File: config.mk
export PLATFORM = sky130hd
export DESIGN_NAME = nscf_cross
export DESIGN_NICKNAME = d
export VERILOG_FILES = /design/src/rtl/nscf_pkg.sv /design/src/rtl/nscf_cross.sv
export SDC_FILE = /design/constraint.sdc
export NUM_CORES = 2
export LEC_CHECK = 0
export BUFFER_PORTS_ARGS = -buffer_cell sky130_fd_sc_hd__buf_2
export CELL_PAD_IN_SITES_DETAIL_PLACEMENT = 1
export CELL_PAD_IN_SITES_GLOBAL_PLACEMENT = 2
export CORE_MARGIN = 10
export CORE_UTILIZATION = 36
export DETAILED_ROUTE_END_ITERATION = 10
export PLACE_DENSITY_LB_ADDON = 0.1
export SYNTH_ARGS = -nofsm -noshare
export SYNTH_HDL_FRONTEND = slang
export SYNTH_SLANG_ARGS = --single-unit
File: constraint.sdc
create_clock -name clk -period 20.7 [get_ports clk]
set_input_delay 3.105 -clock clk [delete_from_list [all_inputs] [get_ports clk]]
set_output_delay 3.105 -clock clk [all_outputs]
set_load 0.02 [all_outputs]
File: src/rtl/nscf_pkg.sv
// Shared types, constants and codes of the non-crossing segment filter.
package nscf_pkg;

  // Coordinate width is fixed by the 12-bit coordinate fields of an item.
  localparam int COORD_BITS = 12;
  localparam int MAX_SEGMENTS_DEF = 64;

  localparam int IN_DATA_W  = 48;
  localparam int OUT_DATA_W = 16;

  localparam int CFG_ADDR_W = 3;
  localparam int CFG_DATA_W = 32;
  localparam int LIMIT_W    = 7;
  localparam logic [LIMIT_W-1:0] LIMIT_RESET = 7'd64;

  // Register index, taken from the word address bits of the configuration port.
  localparam logic REG_CAPACITY_LIMIT = 1'b0;

  // Result status codes.
  localparam logic [1:0] ST_ACCEPT = 2'd0;
  localparam logic [1:0] ST_CROSS  = 2'd1;
  localparam logic [1:0] ST_FULL   = 2'd2;

  typedef struct packed {
    logic [COORD_BITS-1:0] ax;
    logic [COORD_BITS-1:0] ay;
    logic [COORD_BITS-1:0] bx;
    logic [COORD_BITS-1:0] by;
  } seg_t;

  typedef struct packed {
    logic valid;
    logic crossed;
  } cross_res_t;

endpackage

File: src/rtl/nscf_cross.sv
// Shared proper-crossing test of a stored segment against the candidate: products registered, compare combinational.
module nscf_cross (
  input  logic                 clk,
  input  logic                 rst_n,
  input  logic                 in_valid,
  input  nscf_pkg::seg_t       stored,
  input  nscf_pkg::seg_t       cand,
  output nscf_pkg::cross_res_t res
);
  import nscf_pkg::*;

  localparam int DW = COORD_BITS + 1;
  localparam int PW = 2 * COORD_BITS + 2;

  typedef logic signed [DW-1:0] diff_t;
  typedef logic signed [PW-1:0] prod_t;

  function automatic diff_t cdiff(input logic [COORD_BITS-1:0] a,
                                  input logic [COORD_BITS-1:0] b);
    cdiff = $signed({1'b0, a}) - $signed({1'b0, b});
  endfunction

  function automatic prod_t mul(input diff_t a, input diff_t b);
    mul = prod_t'(a) * prod_t'(b);
  endfunction

  prod_t prod_nxt [8];
  prod_t prod_r   [8];
  logic  valid_r;
  logic  o_acd, o_bcd, o_abc, o_abd;

  // A, B are the stored endpoints; C, D the candidate's.
  // Each orientation compares lhs = (R.y-P.y)*(Q.x-P.x) with rhs = (Q.y-P.y)*(R.x-P.x).
  always_comb begin
    prod_nxt[0] = mul(cdiff(cand.by, stored.ay), cdiff(cand.ax, stored.ax));
    prod_nxt[1] = mul(cdiff(cand.ay, stored.ay), cdiff(cand.bx, stored.ax));
    prod_nxt[2] = mul(cdiff(cand.by, stored.by), cdiff(cand.ax, stored.bx));
    prod_nxt[3] = mul(cdiff(cand.ay, stored.by), cdiff(cand.bx, stored.bx));
    prod_nxt[4] = mul(cdiff(cand.ay, stored.ay), cdiff(stored.bx, stored.ax));
    prod_nxt[5] = mul(cdiff(stored.by, stored.ay), cdiff(cand.ax, stored.ax));
    prod_nxt[6] = mul(cdiff(cand.by, stored.ay), cdiff(stored.bx, stored.ax));
    prod_nxt[7] = mul(cdiff(stored.by, stored.ay), cdiff(cand.bx, stored.ax));
  end

  always_ff @(posedge clk) begin
    if (!rst_n) begin
      valid_r <= 1'b0;
    end else begin
      valid_r <= in_valid;
    end
  end

  always_ff @(posedge clk) begin
    prod_r <= prod_nxt;
  end

  assign o_acd = prod_r[0] > prod_r[1];
  assign o_bcd = prod_r[2] > prod_r[3];
  assign o_abc = prod_r[4] > prod_r[5];
  assign o_abd = prod_r[6] > prod_r[7];

  assign res.valid   = valid_r;
  assign res.crossed = (o_acd ^ o_bcd) & (o_abc ^ o_abd);

endmodule

==> metrics.txt <==
status complete, no violations; actual slew at the worst max-slew pin roughly 1200 ps; CTS tree done; clk slew on worst S/H paths 70 ps; row cnt 152; CP arrival 12400 ps; share of cells above drive strength 1 5.80%; # H-tree levels 2; critical path peak fanout 25; Post-DP Area 66200 µm²; Starting Density 36.2%; max-cap violations 0; initial antenna violation count 14; vias in the first global route 52815; syn avg cell area 8.93 µm²; pin count of the biggest net entering global routing 29; Tot GR Track Use between 20% and 30%; synthesized flop and latch total 209; Final Max Slew Viols 0; # nets final 9207; Die Wd 435 µm; core footprint 172000 µm²; port buffer count 100; Slowest-stage cell, CP o41ai_1; Final min period 11850 ps; final wirelength 225000 µm; Required @ worst endpoint between 20000 and 25000 ps; worst rel slew slack 22.2%; Synth-to-Final Area Change 8.59%; Post-synth top cells inv_1, fa_1, nor2_1; synth top area cells fa_1, ha_1, inv_1; Num CTS Buffers 34; post-layout util 39.3%; nature of the critical path startpoint input pin; cell with the most instances after synthesis inv_1; TritonRoute pass-1 iters 5; sequential fraction of the synthesis area 6.74%; die area 189000 µm²; clock buffer depth 3; final setup vio count 0; Post-synth EDFFs 0; CTS Hold Bufs 0; CP most frequent cell fa_1; crit path kind input pin to register; clock root buffer clkbuf_16; Peak Freq 0.0844 GHz; global route overflow 0; Netlist cell types 76; worst hold-check path type input pin to register; Top delay family on crit path compound AO/OA/AOI/OAI gates; Syn Inst Count 6948; unrepaired setup endpoints after global routing no; Vias/cell 4.95; WL per Instance 23.9 µm; post-CTS setup buffer count 0; largest stage delay on the critical path 940 ps; DRT iter0 DRCs 2142; first-pass GRT wire length approximately 340000 µm; Post-DRT Antenna Nets 0; final instance area 67400 µm²; sinks on the clock net 209; DRC Markers 0; Final Hold Viols 0; Buf/Inv on CP 7; DP HPWL 190000 µm; period utilization 57.3%; # fillers approximately 20000; Synth Warn # 0; CP endpoint kind register; ys flop type dfxtp_1; cell accounting for the most synthesized area fa_1; top cell type's share of synthesized area 42.3%; setup TNS 0 ps; synthesized cell area 62000 µm²; Via Count around 46000; post-CTS resize count 0; Die Y 435 µm; I/O Pins 101; Synth Net Count 9113; ys async rst share 0%; GPL Wtd Cong roughly 0.85
[flip-flops by register name, indices dropped and copies added (netlist names)]
register	flops
valid_r	1
prod_r	208
[cell usage in the layout (no fill, tap or decap), drive strengths merged, types with 42 or more instances in the layout]
cell type  instances
inv             1602
fa              1311
nor2             774
ha               755
nand2            698
xnor2            272
buf              254
dfxtp            209
a21oi            170
nand2b           156
xor2             104
o21ai            100
a21o              93
nor2b             60
nor3              52
nand3             42
[cell families (layout without fill, tap and decap cells)]
family | count (synthesis) | after routing | share of synthesized area (%)
other cells | 0 | 2 | 0
fa+ha+maj | 2066 | 2066 | 57.5
buf+inv | 1793 | 1912 | 10.9
xor+xnor | 376 | 376 | 5.31
mux | 4 | 4 | 0.0645
flops | 209 | 209 | 6.74
simple gates | 1926 | 1926 | 13.4
compound gates | 574 | 574 | 6.07
[worst paths after layout]
| check | start | endpoint | depth (start not counted) |
|---|---|---|---|
| min | in_valid | valid_r$_SDFF_PN0_ | 2 |
| max | stored[38] | prod_r[76]$_DFF_P_ | 30 |
[layout make-up]
cell class	instances	area [µm²]	area share [%]
inverter	1597	5990	8.90
clock inverter	20	283	0.420
clock buffer	41	917	1.36
timing repair buffer	254	1660	2.46
sequential	209	4180	6.21
multi-input combinational	4946	51400	76.4
tap	2310	2890	4.29
antenna	2	5.00	0.00743
[metrics by stage]
step	setup slack (ps)	cells	hold WS, ps
6_report	8850	9379	2690
5_1_grt	8610	9378	2690
4_1_cts	8980	9377	2660
3_5_place_dp	8350	9316	3310
3_3_place_gp	8410	9316	3300
2_1_floorplan	10070	6948	3230
[per-layer routing]
metal / wire length, µm / GRT usage [%] / up-vias
met1: 99700 / 32.0 / 24349
met5: 40 / 0 / -
li1: - / - / 21066
met2: 109000 / 41.3 / 772
met3: 7590 / 2.03 / 225
met4: 8140 / 7.28 / 6
Power is not shown: default switching activity piles up to over one toggle a cycle in this logic, so the estimate is an artifact.
