$ cat src/rtl/nscf_pkg.sv
// Shared types, constants and codes of the non-crossing segment filter.
package nscf_pkg;

  // Coordinate width is fixed by the 12-bit coordinate fields of an item.
  localparam int COORD_BITS = 12;
  localparam int MAX_SEGMENTS_DEF = 64;

  localparam int IN_DATA_W  = 48;
  localparam int OUT_DATA_W = 16;

  localparam int CFG_ADDR_W = 3;
  localparam int CFG_DATA_W = 32;
  localparam int LIMIT_W    = 7;
  localparam logic [LIMIT_W-1:0] LIMIT_RESET = 7'd64;

  // Register index, taken from the word address bits of the configuration port.
  localparam logic REG_CAPACITY_LIMIT = 1'b0;

  // Result status codes.
  localparam logic [1:0] ST_ACCEPT = 2'd0;
  localparam logic [1:0] ST_CROSS  = 2'd1;
  localparam logic [1:0] ST_FULL   = 2'd2;

  typedef struct packed {
    logic [COORD_BITS-1:0] ax;
    logic [COORD_BITS-1:0] ay;
    logic [COORD_BITS-1:0] bx;
    logic [COORD_BITS-1:0] by;
  } seg_t;

  typedef struct packed {
    logic valid;
    logic crossed;
  } cross_res_t;

endpackage

$ cat src/rtl/nscf_cell.sv
// One storage cell of the segment ring: holds one segment and passes it on.
module nscf_cell (
  input  logic          clk,
  input  logic          shift_en,
  input  logic          load_en,
  input  nscf_pkg::seg_t nbr_seg,
  input  nscf_pkg::seg_t new_seg,
  output nscf_pkg::seg_t seg
);
  import nscf_pkg::*;

  seg_t seg_r;

  always_ff @(posedge clk) begin
    if (load_en) begin
      seg_r <= new_seg;
    end else if (shift_en) begin
      seg_r <= nbr_seg;
    end
  end

  assign seg = seg_r;

endmodule

$ cat config.mk
export PLATFORM = sky130hd
export DESIGN_NAME = nscf_cell
export DESIGN_NICKNAME = d
export VERILOG_FILES = /design/src/rtl/nscf_pkg.sv /design/src/rtl/nscf_cell.sv
export SDC_FILE = /design/constraint.sdc
export NUM_CORES = 1
export LEC_CHECK = 0
export BUFFER_PORTS_ARGS = -buffer_cell sky130_fd_sc_hd__buf_2
export CORE_MARGIN = 4
export CORE_UTILIZATION = 41
export DETAILED_ROUTE_END_ITERATION = 8
export PLACE_DENSITY = 0.83
export SETUP_SLACK_MARGIN = 0.3
export SLEW_MARGIN = 15
export SYNTH_ARGS = -nofsm -noshare
export SYNTH_HDL_FRONTEND = slang
export SYNTH_SLANG_ARGS = --single-unit
$ cat constraint.sdc
create_clock -name clk -period 2.3 [get_ports clk]
set_input_delay 0 -clock clk [delete_from_list [all_inputs] [get_ports clk]]
set_output_delay 0 -clock clk [all_outputs]
set_load 0.02 [all_outputs]
==> run summary, run 1 <==
Status: finished, final reports clean
CP Capture Type: flip-flop
Initial antenna violation count: 0
Area growth syn-to-layout: 66.7%
Die width: 79 um
CP Class: primary input to flip-flop
Startpoint types: primary input
WP data arrival: 1.63 ns
Final cell count without fillers: 366
DRC viols: 0
Final instance area: 3450 um2
Slowest CP cell: dlygate4sd3_1
1st-pass router iterations: 6
Final core occ: 71.5%
Register area share after synthesis: 69.7%
Syn. warnings: 0
Yosys reg bits: 48
Area of the multi-input gates: 581 um2
Starting Density: 42.9%
Cells after DPL: 313
Slew Viols, Final: 0
Routed vias/inst: 4.51
Post-DP HPWL: 3670 um
H-tree depth: 2
Top post-synthesis cells by area: edfxtp_1, mux2_2, mux2_4, buf_4, buf_6
Placement Setup Slack: 0.963 ns
Post-Syn Area: 2070 um2
Post-synth top area cell: edfxtp_1
Setup TNS: 0 ns
# diodes: 0
Syn_area_per_cell: 20.3 um2
Peak supply drop: 0.343 mV
Gp weighted congestion: 0.692
Ports: 147
Post-synthesis cell count: 102
Peak fanout along the critical path: 22
Critical path cell sequence: buf_2 -> buf_4 -> mux2_4 -> dlygate4sd3_1
Final worst slack: 0.716 ns
Share of Yosys cell area claimed by the top area cell type: 69.7%
Layout cells sized above 1: 68.9%
Area after DPL: 2880 um2
Slowest stage delay, CP: 0.56 ns
Fillers: 320
Chip height: 79 um
Setup violations, final: 0
Min Tclk post-route: 1.58 ns
CTS-repair resized insts: 0
Max reg flops: 48
FP Rows: 25
Yosys cell types: 6
Slew Limit Headroom: 65.5%
Total die area: 6240 um2
Fin. Hold Viols: 0
Core Area: 4820 um2
CTS clk-pin slew, worst paths: 0.08 ns
Total congestion overflow: 0
Layout Nets: 397
Number of global-route vias before repair: 1753
RSZ-0062 raised after global routing: no
Worst-Margin Slew: 0.517 ns
Synthesized net count: 201
CTS max path bufs: 2
Routed WL: 5750 um
Cell Pwr Density: 636 nW/um2
First-pass GRT wire length: 8460 um
LEAKAGE: 0.00156 uW
Root Buffer Master: clkbuf_8
Vias: 1651
CTS tree: built
Fmax: 631 MHz
Post-DRT Antenna Nets: 0
Number of port buffers: 146
Clock sink count: 48
GRT Util Overall: 17.9%
Worst min-delay path class: primary input to flip-flop
Final worst path period share: 68.9%
Largest net degree at the start of global routing: 49
DRT iter0 DRCs: 69
Worst EP required: 2.34 ns
Num CTS Buffers: 5
WL per Instance: 15.7 um
Sequential standard cell area: 1440 um2
# Max-Cap Violations: 0
## synthesized netlist by cell type
| cell type | count |
|---|---|
| edfxtp_1 | 48 |
| mux2_2 | 39 |
| mux2_4 | 9 |
| buf_4 | 3 |
| buf_6 | 2 |
| or2_1 | 1 |
## per-layer routing
metal,wire length [um],up-vias,share of wire (%),global-route usage (%)
met2,2830,111,49,32.5
met3,691,2,12,7.26
li1,-,791,-,-
met1,2200,747,38,19.3
met5,0,-,0,0
met4,28,0,0.49,4.12
## cell families after synthesis
kind of cell / after synthesis / synth area share (%)
buf+inv: 5 / 2.18
flops: 48 / 69.7
mux: 48 / 27.8
simple gates: 1 / 0.303
## critical path, delay by kind of cell
kind | cells | cell delay, ns
buf+inv | 3 | 1.29
mux | 1 | 0.32
## path summary, 6_finish.rpt
| check | from | end | cells past startpoint | slack (ns) |
|---|---|---|---|---|
| setup / recovery | load_en | seg[38]$_DFFE_PP_ | 4 | 0.72 |
| hold / removal | nbr_seg[30] | seg[30]$_DFFE_PP_ | 2 | 0.009 |
## layout make-up
cell class / instances / share of cell area, %
Clock buffer: 5 / 2.00
Multi-Input combinational cell: 49 / 16.8
Clock inverter: 3 / 1.23
Sequential cell: 48 / 41.8
Timing Repair Buffer: 194 / 35.7
Tap cell: 67 / 2.43
## per-stage QoR
step	total power, uW	hold slack [ns]
global placement	1530	0.299
finish	2190	0.00871
detailed placement	1540	0.304
CTS	2200	0.000143
floorplan	1360	0.217
global route	2280	0.000195
## layout by cell type, fill, tap and decap left out
cell type and n:
buf_2 146, edfxtp_1 48, dlygate4sd3_1 45, mux2_2 39, mux2_4 9, clkbuf_8 5
buf_12 2, or2_2 1, clkinvlp_4 1, clkinv_2 1, bufinv_16 1, buf_4 1
## what timing repair did
item,4_1_cts,5_1_grt
endpoints found under the hold margin,28,3
hold buffers,42,3
setup buffers,0,0
## power breakdown
| group | switching [uW] | internal (uW) | leakage [uW] | total, uW |
|---|---|---|---|---|
| sequential | 22.6 | 1070 | 0.000489 | 1090 |
| combinational | 249 | 252 | 0.00102 | 501 |
| clock | 274 | 322 | 0.0000541 | 595 |
| total | 545 | 1650 | 0.00156 | 2190 |
No activity file was read; power rests on OpenSTA's default activity.
==> run 2, diff against run 1 <==
Settings changed: CORE_UTILIZATION 41 to 37, PLACE_DENSITY 0.83 to 0.8.
Clock period 2.3 ns to 1.37 ns, I/O delays scaled along.
==> run summary, run 2 (synthesized netlist as in run 1, its figures left out) <==
Routed WL: 5680 um (was 5750 um)
CP startpoint: nbr_seg[5] (was load_en)
Most frequent cells in the layout: buf_2, edfxtp_1, mux2_2, dlygate4sd3_1, mux2_4 (was buf_2, edfxtp_1, dlygate4sd3_1, mux2_2, mux2_4)
Fin. Hold Viols: 0 (unchanged)
Postcts setup bufs: 0 (unchanged)
Vias: 1589 (was 1651)
Ports: 147 (unchanged)
1st-pass router iterations: 2 (was 6)
Worst-Margin Slew: 0.280 ns (was 0.517 ns)
# Max-Cap Violations: 0 (unchanged)
Critical path's top delay family: buffers and inverters (unchanged)
Cell Int Power: 2720 uW (was 1650 uW)
LEAKAGE: 0.00152 uW (was 0.00156 uW)
CTS clk-pin slew, worst paths: 0.08 ns (about the same)
Startpoint types: primary input (unchanged)
Post-DP HPWL: 4090 um (was 3670 um)
Slowest CP cell: dlygate4sd3_1 (unchanged)
Die width: 82.7 um (was 79 um)
Peak supply drop: 0.577 mV (was 0.343 mV)
Post-DRT Antenna Nets: 0 (unchanged)
GRT Util Overall: 15.1% (was 17.9%)
Min Tclk post-route: 0.888 ns
Commonest non-fill, non-tap cell in the layout: buf_2 (unchanged)
Number of port buffers: 146 (unchanged)
Power Total: 3590 uW (was 2190 uW)
Area growth syn-to-layout: 61.7% (was 66.7%)
Clock share of power: 26.5% (was 27.2%)
DRC viols: 0 (unchanged)
CTS max path bufs: 2 (unchanged)
Worst EP required: 1.41 ns (was 2.34 ns)
P_sw: 872 uW (was 545 uW)
Combinational power share: 22.4% (was 22.8%)
Fmax: 1130 MHz
Largest net degree at the start of global routing: 28 (was 49)
Max reg flops: 48 (unchanged)
Root Buffer Master: clkbuf_8 (unchanged)
Cell Pwr Density: 1070 nW/um2 (was 636 nW/um2)
CP Class: primary input to flip-flop (unchanged)
Worst min-delay path class: primary input to flip-flop (unchanged)
Layout cells sized above 1: 71.9% (was 68.9%)
Setup violations, final: 0 (unchanged)
Num CTS Buffers: 5 (unchanged)
WP data arrival: 0.93 ns (was 1.63 ns)
Peak fanout along the critical path: 1 (was 22)
CP bufs+invs: 2 (was 3)
Total congestion overflow: 0 (unchanged)
Slowest stage delay, CP: 0.55 ns (was 0.56 ns)
Gp weighted congestion: 0.706 (was 0.692)
Slew Limit Headroom: 81.3% (was 65.5%)
Worst path depth: 3 (was 4)
CP endpoint: seg[5]$_DFFE_PP_ (was seg[38]$_DFFE_PP_)
FP Rows: 26 (was 25)
Critical path cell sequence: dlygate4sd3_1 -> buf_2 -> mux2_2 (was buf_2 -> buf_4 -> mux2_4 -> dlygate4sd3_1)
Fillers: 407 (was 320)
Chip height: 82.7 um (was 79 um)
Final worst path period share: 64.8%
CTS tree: built (unchanged)
Routed vias/inst: 4.44 (was 4.51)
Core Area: 5270 um2 (was 4820 um2)
Layout Nets: 388 (was 397)
Number of global-route vias before repair: 1552 (was 1753)
Starting Density: 39.2% (was 42.9%)
Slew Viols, Final: 0 (unchanged)
RSZ-0062 raised after global routing: no (unchanged)
Sequential share of power: 51.1% (was 50.0%)
Initial antenna violation count: 0 (unchanged)
H-tree depth: 2 (unchanged)
Setup TNS: 0 ns (unchanged)
Status: finished, final reports clean (unchanged)
# diodes: 0 (unchanged)
Total die area: 6850 um2 (was 6240 um2)
Clock sink count: 48 (unchanged)
First-pass GRT wire length: 7410 um (was 8460 um)
Area of the multi-input gates: 583 um2 (was 581 um2)
WL per Instance: 15.9 um (was 15.7 um)
Sw Ratio: 24.3% (was 24.9%)
CP Capture Type: flip-flop (unchanged)
DRT iter0 DRCs: 30 (was 69)
Sequential standard cell area: 1440 um2 (unchanged)
==> run 2: cell types whose count changed in the layout (fill, tap and decap cells not counted) <==
| cell | change |
|---|---|
| buf_4 | +3 |
| clkinv_2 | -1 |
| clkinvlp_4 | -1 |
| dlygate4sd3_1 | -12 |
| or2_2 | -1 |
| or2_4 | +1 |
==> run 2: metrics by stage <==
stage / utilization [%] / hold WS [ns] / area (um2) / worst slack, ns / std cells
after global placement: 55.3 / 0.301 / 2910 / 0.332 / 319
final: 63.4 / 0.00698 / 3340 / 0.482 / 358
after detailed placement: 55.3 / 0.304 / 2910 / 0.317 / 319
after floorplan: - / 0.217 / 2080 / 0.302 / 102
after CTS: 60.9 / 0.0000664 / 3210 / 0.502 / 345
after global routing: 63.4 / -0.000324 / 3340 / 0.478 / 358
==> run 2: what timing repair did <==
action / CTS / global route
hold endpoints to repair: 13 / 10
resized for setup: 0 / 0
hold buffers: 20 / 13
==> run 2: routing by layer <==
layer,up-vias,share of wire (%),GRT usage [%]
li1,770,-,-
met1,718,34,15.0
met5,-,0,0
met2,92,53,28.9
met4,0,1.9,5.72
met3,9,11,4.77
==> run 2: final cells by class <==
class                      count  area share, %
clock inverter                 1          0.899
timing repair buffer         185           33.8
multi-input combinational     49           17.4
clock buffer                   5           2.06
sequential                    48           43.1
tap                           70           2.62
==> run 2: power groups by stage <==
stage	clock network (uW)	logic [uW]	registers [uW]
2_1_floorplan	0	185	2090
3_3_place_gp	0	724	1860
3_5_place_dp	0	734	1870
4_1_cts	988	779	1840
5_1_grt	1060	857	1850
6_report	950	804	1840
==> run 2: worst min-delay path by stage <==
stage                      startpoint                end  slack [ns]  cells after the start
after global routing      new_seg[12]  seg[12]$_DFFE_PP_     -0.0003                      2
final                     nbr_seg[24]  seg[24]$_DFFE_PP_       0.007                      2
after floorplan           new_seg[36]  seg[36]$_DFFE_PP_        0.22                      1
after CTS                 new_seg[41]  seg[41]$_DFFE_PP_     0.00007                      2
after global placement    new_seg[38]  seg[38]$_DFFE_PP_        0.30                      2
after detailed placement  new_seg[38]  seg[38]$_DFFE_PP_        0.30                      2
==> run 3, diff against run 2 <==
Clock period 1.37 ns to 0.8 ns, I/O delays scaled along.
==> run summary, run 3 (synthesized netlist as in run 1, its figures left out) <==
CP bufs+invs: 1 (was 2)
Critical path's top delay family: flip-flops (was buffers and inverters)
Largest net degree at the start of global routing: 16 (was 28)
Worst-Margin Slew: 0.178 ns (was 0.280 ns)
Fin. Hold Viols: 20 (was 0)
Core Area: 5270 um2 (unchanged)
CP startpoint: seg[34]$_DFFE_PP_ (was nbr_seg[5])
Area after DPL: 3070 um2 (was 2910 um2)
Most Used Layer, Global Route: met2 (unchanged)
Ports: 147 (unchanged)
Sequential standard cell area: 1440 um2 (unchanged)
Worst EP required: 0.80 ns (was 1.41 ns)
WL per Instance: 20.4 um (was 15.9 um)
Final worst slack: -0.0991 ns (was 0.482 ns)
Peak supply drop: 0.790 mV (was 0.577 mV)
Cell Pwr Density: 1740 nW/um2 (was 1070 nW/um2)
First-pass GRT wire length: 9000 um (was 7410 um)
Routed WL: 7200 um (was 5680 um)
DRT iter0 DRCs: 56 (was 30)
CTS clk-pin slew, worst paths: 0.10 ns (was 0.08 ns)
Fillers: 315 (was 407)
Worst hold endpoint: seg[32]$_DFFE_PP_ (was seg[24]$_DFFE_PP_)
Die width: 82.7 um (unchanged)
Clock sink count: 48 (unchanged)
CTS tree: built (unchanged)
Hold Startpoint: new_seg[32] (was nbr_seg[24])
Combinational power share: 29.0% (was 22.4%)
Most frequent cells in the layout: buf_2, mux2_4, buf_6, edfxtp_1 (was buf_2, edfxtp_1, mux2_2, dlygate4sd3_1, mux2_4)
Chip height: 82.7 um (unchanged)
Min Tclk post-route: 0.899 ns
CTS max path bufs: 2 (unchanged)
RSZ-0062 raised after global routing: yes (was no)
WP data arrival: 0.90 ns (was 0.93 ns)
Num CTS Buffers: 5 (unchanged)
P_sw: 1800 uW (was 872 uW)
Slew Viols, Final: 0 (unchanged)
Routed vias/inst: 4.76 (was 4.44)
Sw Ratio: 25.6% (was 24.3%)
Met3 usage: 4.56% (was 4.77%)
Number of port buffers: 146 (unchanged)
Area of the multi-input gates: 729 um2 (was 583 um2)
Layout Nets: 381 (was 388)
CP Class: flip-flop to primary output (was primary input to flip-flop)
Status: finished, violations left (was finished, final reports clean)
H-tree depth: 2 (unchanged)
Peak fanout along the critical path: 1 (unchanged)
CP Capture Type: primary output (was flip-flop)
Clock share of power: 25.2% (was 26.5%)
Slowest CP cell: edfxtp_1 (was dlygate4sd3_1)
Commonest non-fill, non-tap cell in the layout: buf_2 (unchanged)
Fmax: 1110 MHz
Layout cells sized above 1: 82.7% (was 71.9%)
Critical path cell sequence: buf_6 (was dlygate4sd3_1 -> buf_2 -> mux2_2)
Area growth syn-to-layout: 95.9% (was 61.7%)
Setup TNS: -2.47 ns (was 0 ns)
Root Buffer Master: clkbuf_8 (unchanged)
Met2 Use GR: 36.5% (was 28.9%)
Starting Density: 39.2% (unchanged)
Slew Limit Headroom: 88.1% (was 81.3%)
Worst hold slack: -0.0169 ns (was 0.00698 ns)
Failing checks: hold timing, setup timing
Initial antenna violation count: 0 (unchanged)
Post-DP HPWL: 4350 um (was 4090 um)
Slowest stage delay, CP: 0.43 ns (was 0.55 ns)
# diodes: 0 (unchanged)
Cell Int Power: 5240 uW (was 2720 uW)
Max reg flops: 48 (unchanged)
Total congestion overflow: 0 (unchanged)
Gp weighted congestion: 0.651 (was 0.706)
GRT Util Overall: 19.0% (was 15.1%)
Sequential share of power: 45.8% (was 51.1%)
Final instance area: 4050 um2 (was 3340 um2)
Worst min-delay path class: primary input to flip-flop (unchanged)
Vias: 1679 (was 1589)
LEAKAGE: 0.00194 uW (was 0.00152 uW)
Worst Hold Depth: 2 (unchanged)
Final worst path period share: 112%
M1 GR Usage: 20.5% (was 15.0%)
Startpoint types: flip-flop (was primary input)
FP Rows: 26 (unchanged)
Total die area: 6850 um2 (unchanged)
Post-DRT Antenna Nets: 0 (unchanged)
DRC viols: 0 (unchanged)
1st-pass router iterations: 4 (was 2)
Setup violations, final: 48 (was 0)
Number of global-route vias before repair: 1733 (was 1552)
# Max-Cap Violations: 0 (unchanged)
run 3: changes by cell type in the layout (fill, tap and decap cells not counted), sizes merged:
cell	before	now
buf	152	178
clkinv	0	2
dlygate4sd3	33	0
run 3: what timing repair did:
item                                    in CTS  in global routing
gates resized for setup                     53                 64
endpoints found under the setup margin     144                144
hold endpoints to repair                    24                 30
cloned                                      12                  0
buffers inserted                            10                  3
pin swaps                                    0                  1
run 3: per-layer routing:
| layer | vias to the layer above | share of wire [%] |
|---|---|---|
| li1 | 763 | - |
| met1 | 817 | 35 |
| met2 | 90 | 56 |
| met3 | 9 | 7.6 |
| met4 | 0 | 1.3 |
| met5 | - | 0 |
run 3: per-stage QoR:
step	hold WS, ns	util, %	instances	total power, uW	setup slack, ns
2_1_floorplan	0.217	-	102	4010	-0.240
5_1_grt	-0.0293	76.8	353	7290	-0.122
6_report	-0.0169	76.8	353	7050	-0.0991
3_5_place_dp	0.304	58.3	320	4590	-0.224
4_1_cts	-0.0174	72.5	350	6730	-0.0800
3_3_place_gp	0.300	58.3	320	4560	-0.207
run 3: power by group through the flow:
| stage | combinational, uW | clock (uW) | sequential [uW] |
|---|---|---|---|
| 3_5_place_dp | 1380 | 0 | 3220 |
| 5_1_grt | 2140 | 1900 | 3250 |
| 4_1_cts | 1810 | 1740 | 3180 |
| 2_1_floorplan | 427 | 0 | 3580 |
| 3_3_place_gp | 1350 | 0 | 3200 |
| 6_report | 2040 | 1770 | 3230 |
run 3: how the worst max path moves through the flow:
| stage | to | slack, ns | cells past startpoint |
|---|---|---|---|
| 2_1_floorplan | seg[0]$_DFFE_PP_ | -0.24 | 3 |
| 3_3_place_gp | seg[9]$_DFFE_PP_ | -0.21 | 4 |
| 3_5_place_dp | seg[12]$_DFFE_PP_ | -0.22 | 4 |
| 4_1_cts | seg[42] | -0.08 | 1 |
| 5_1_grt | seg[34] | -0.12 | 1 |
| 6_report | seg[34] | -0.1 | 1 |
run 3: layout make-up:
type,count,area share [%]
clock inverters,3,1.05
multi-input cells,49,18.0
clock buffers,5,1.70
well taps,70,2.16
repair buffers,178,41.5
flip-flops and latches,48,35.6
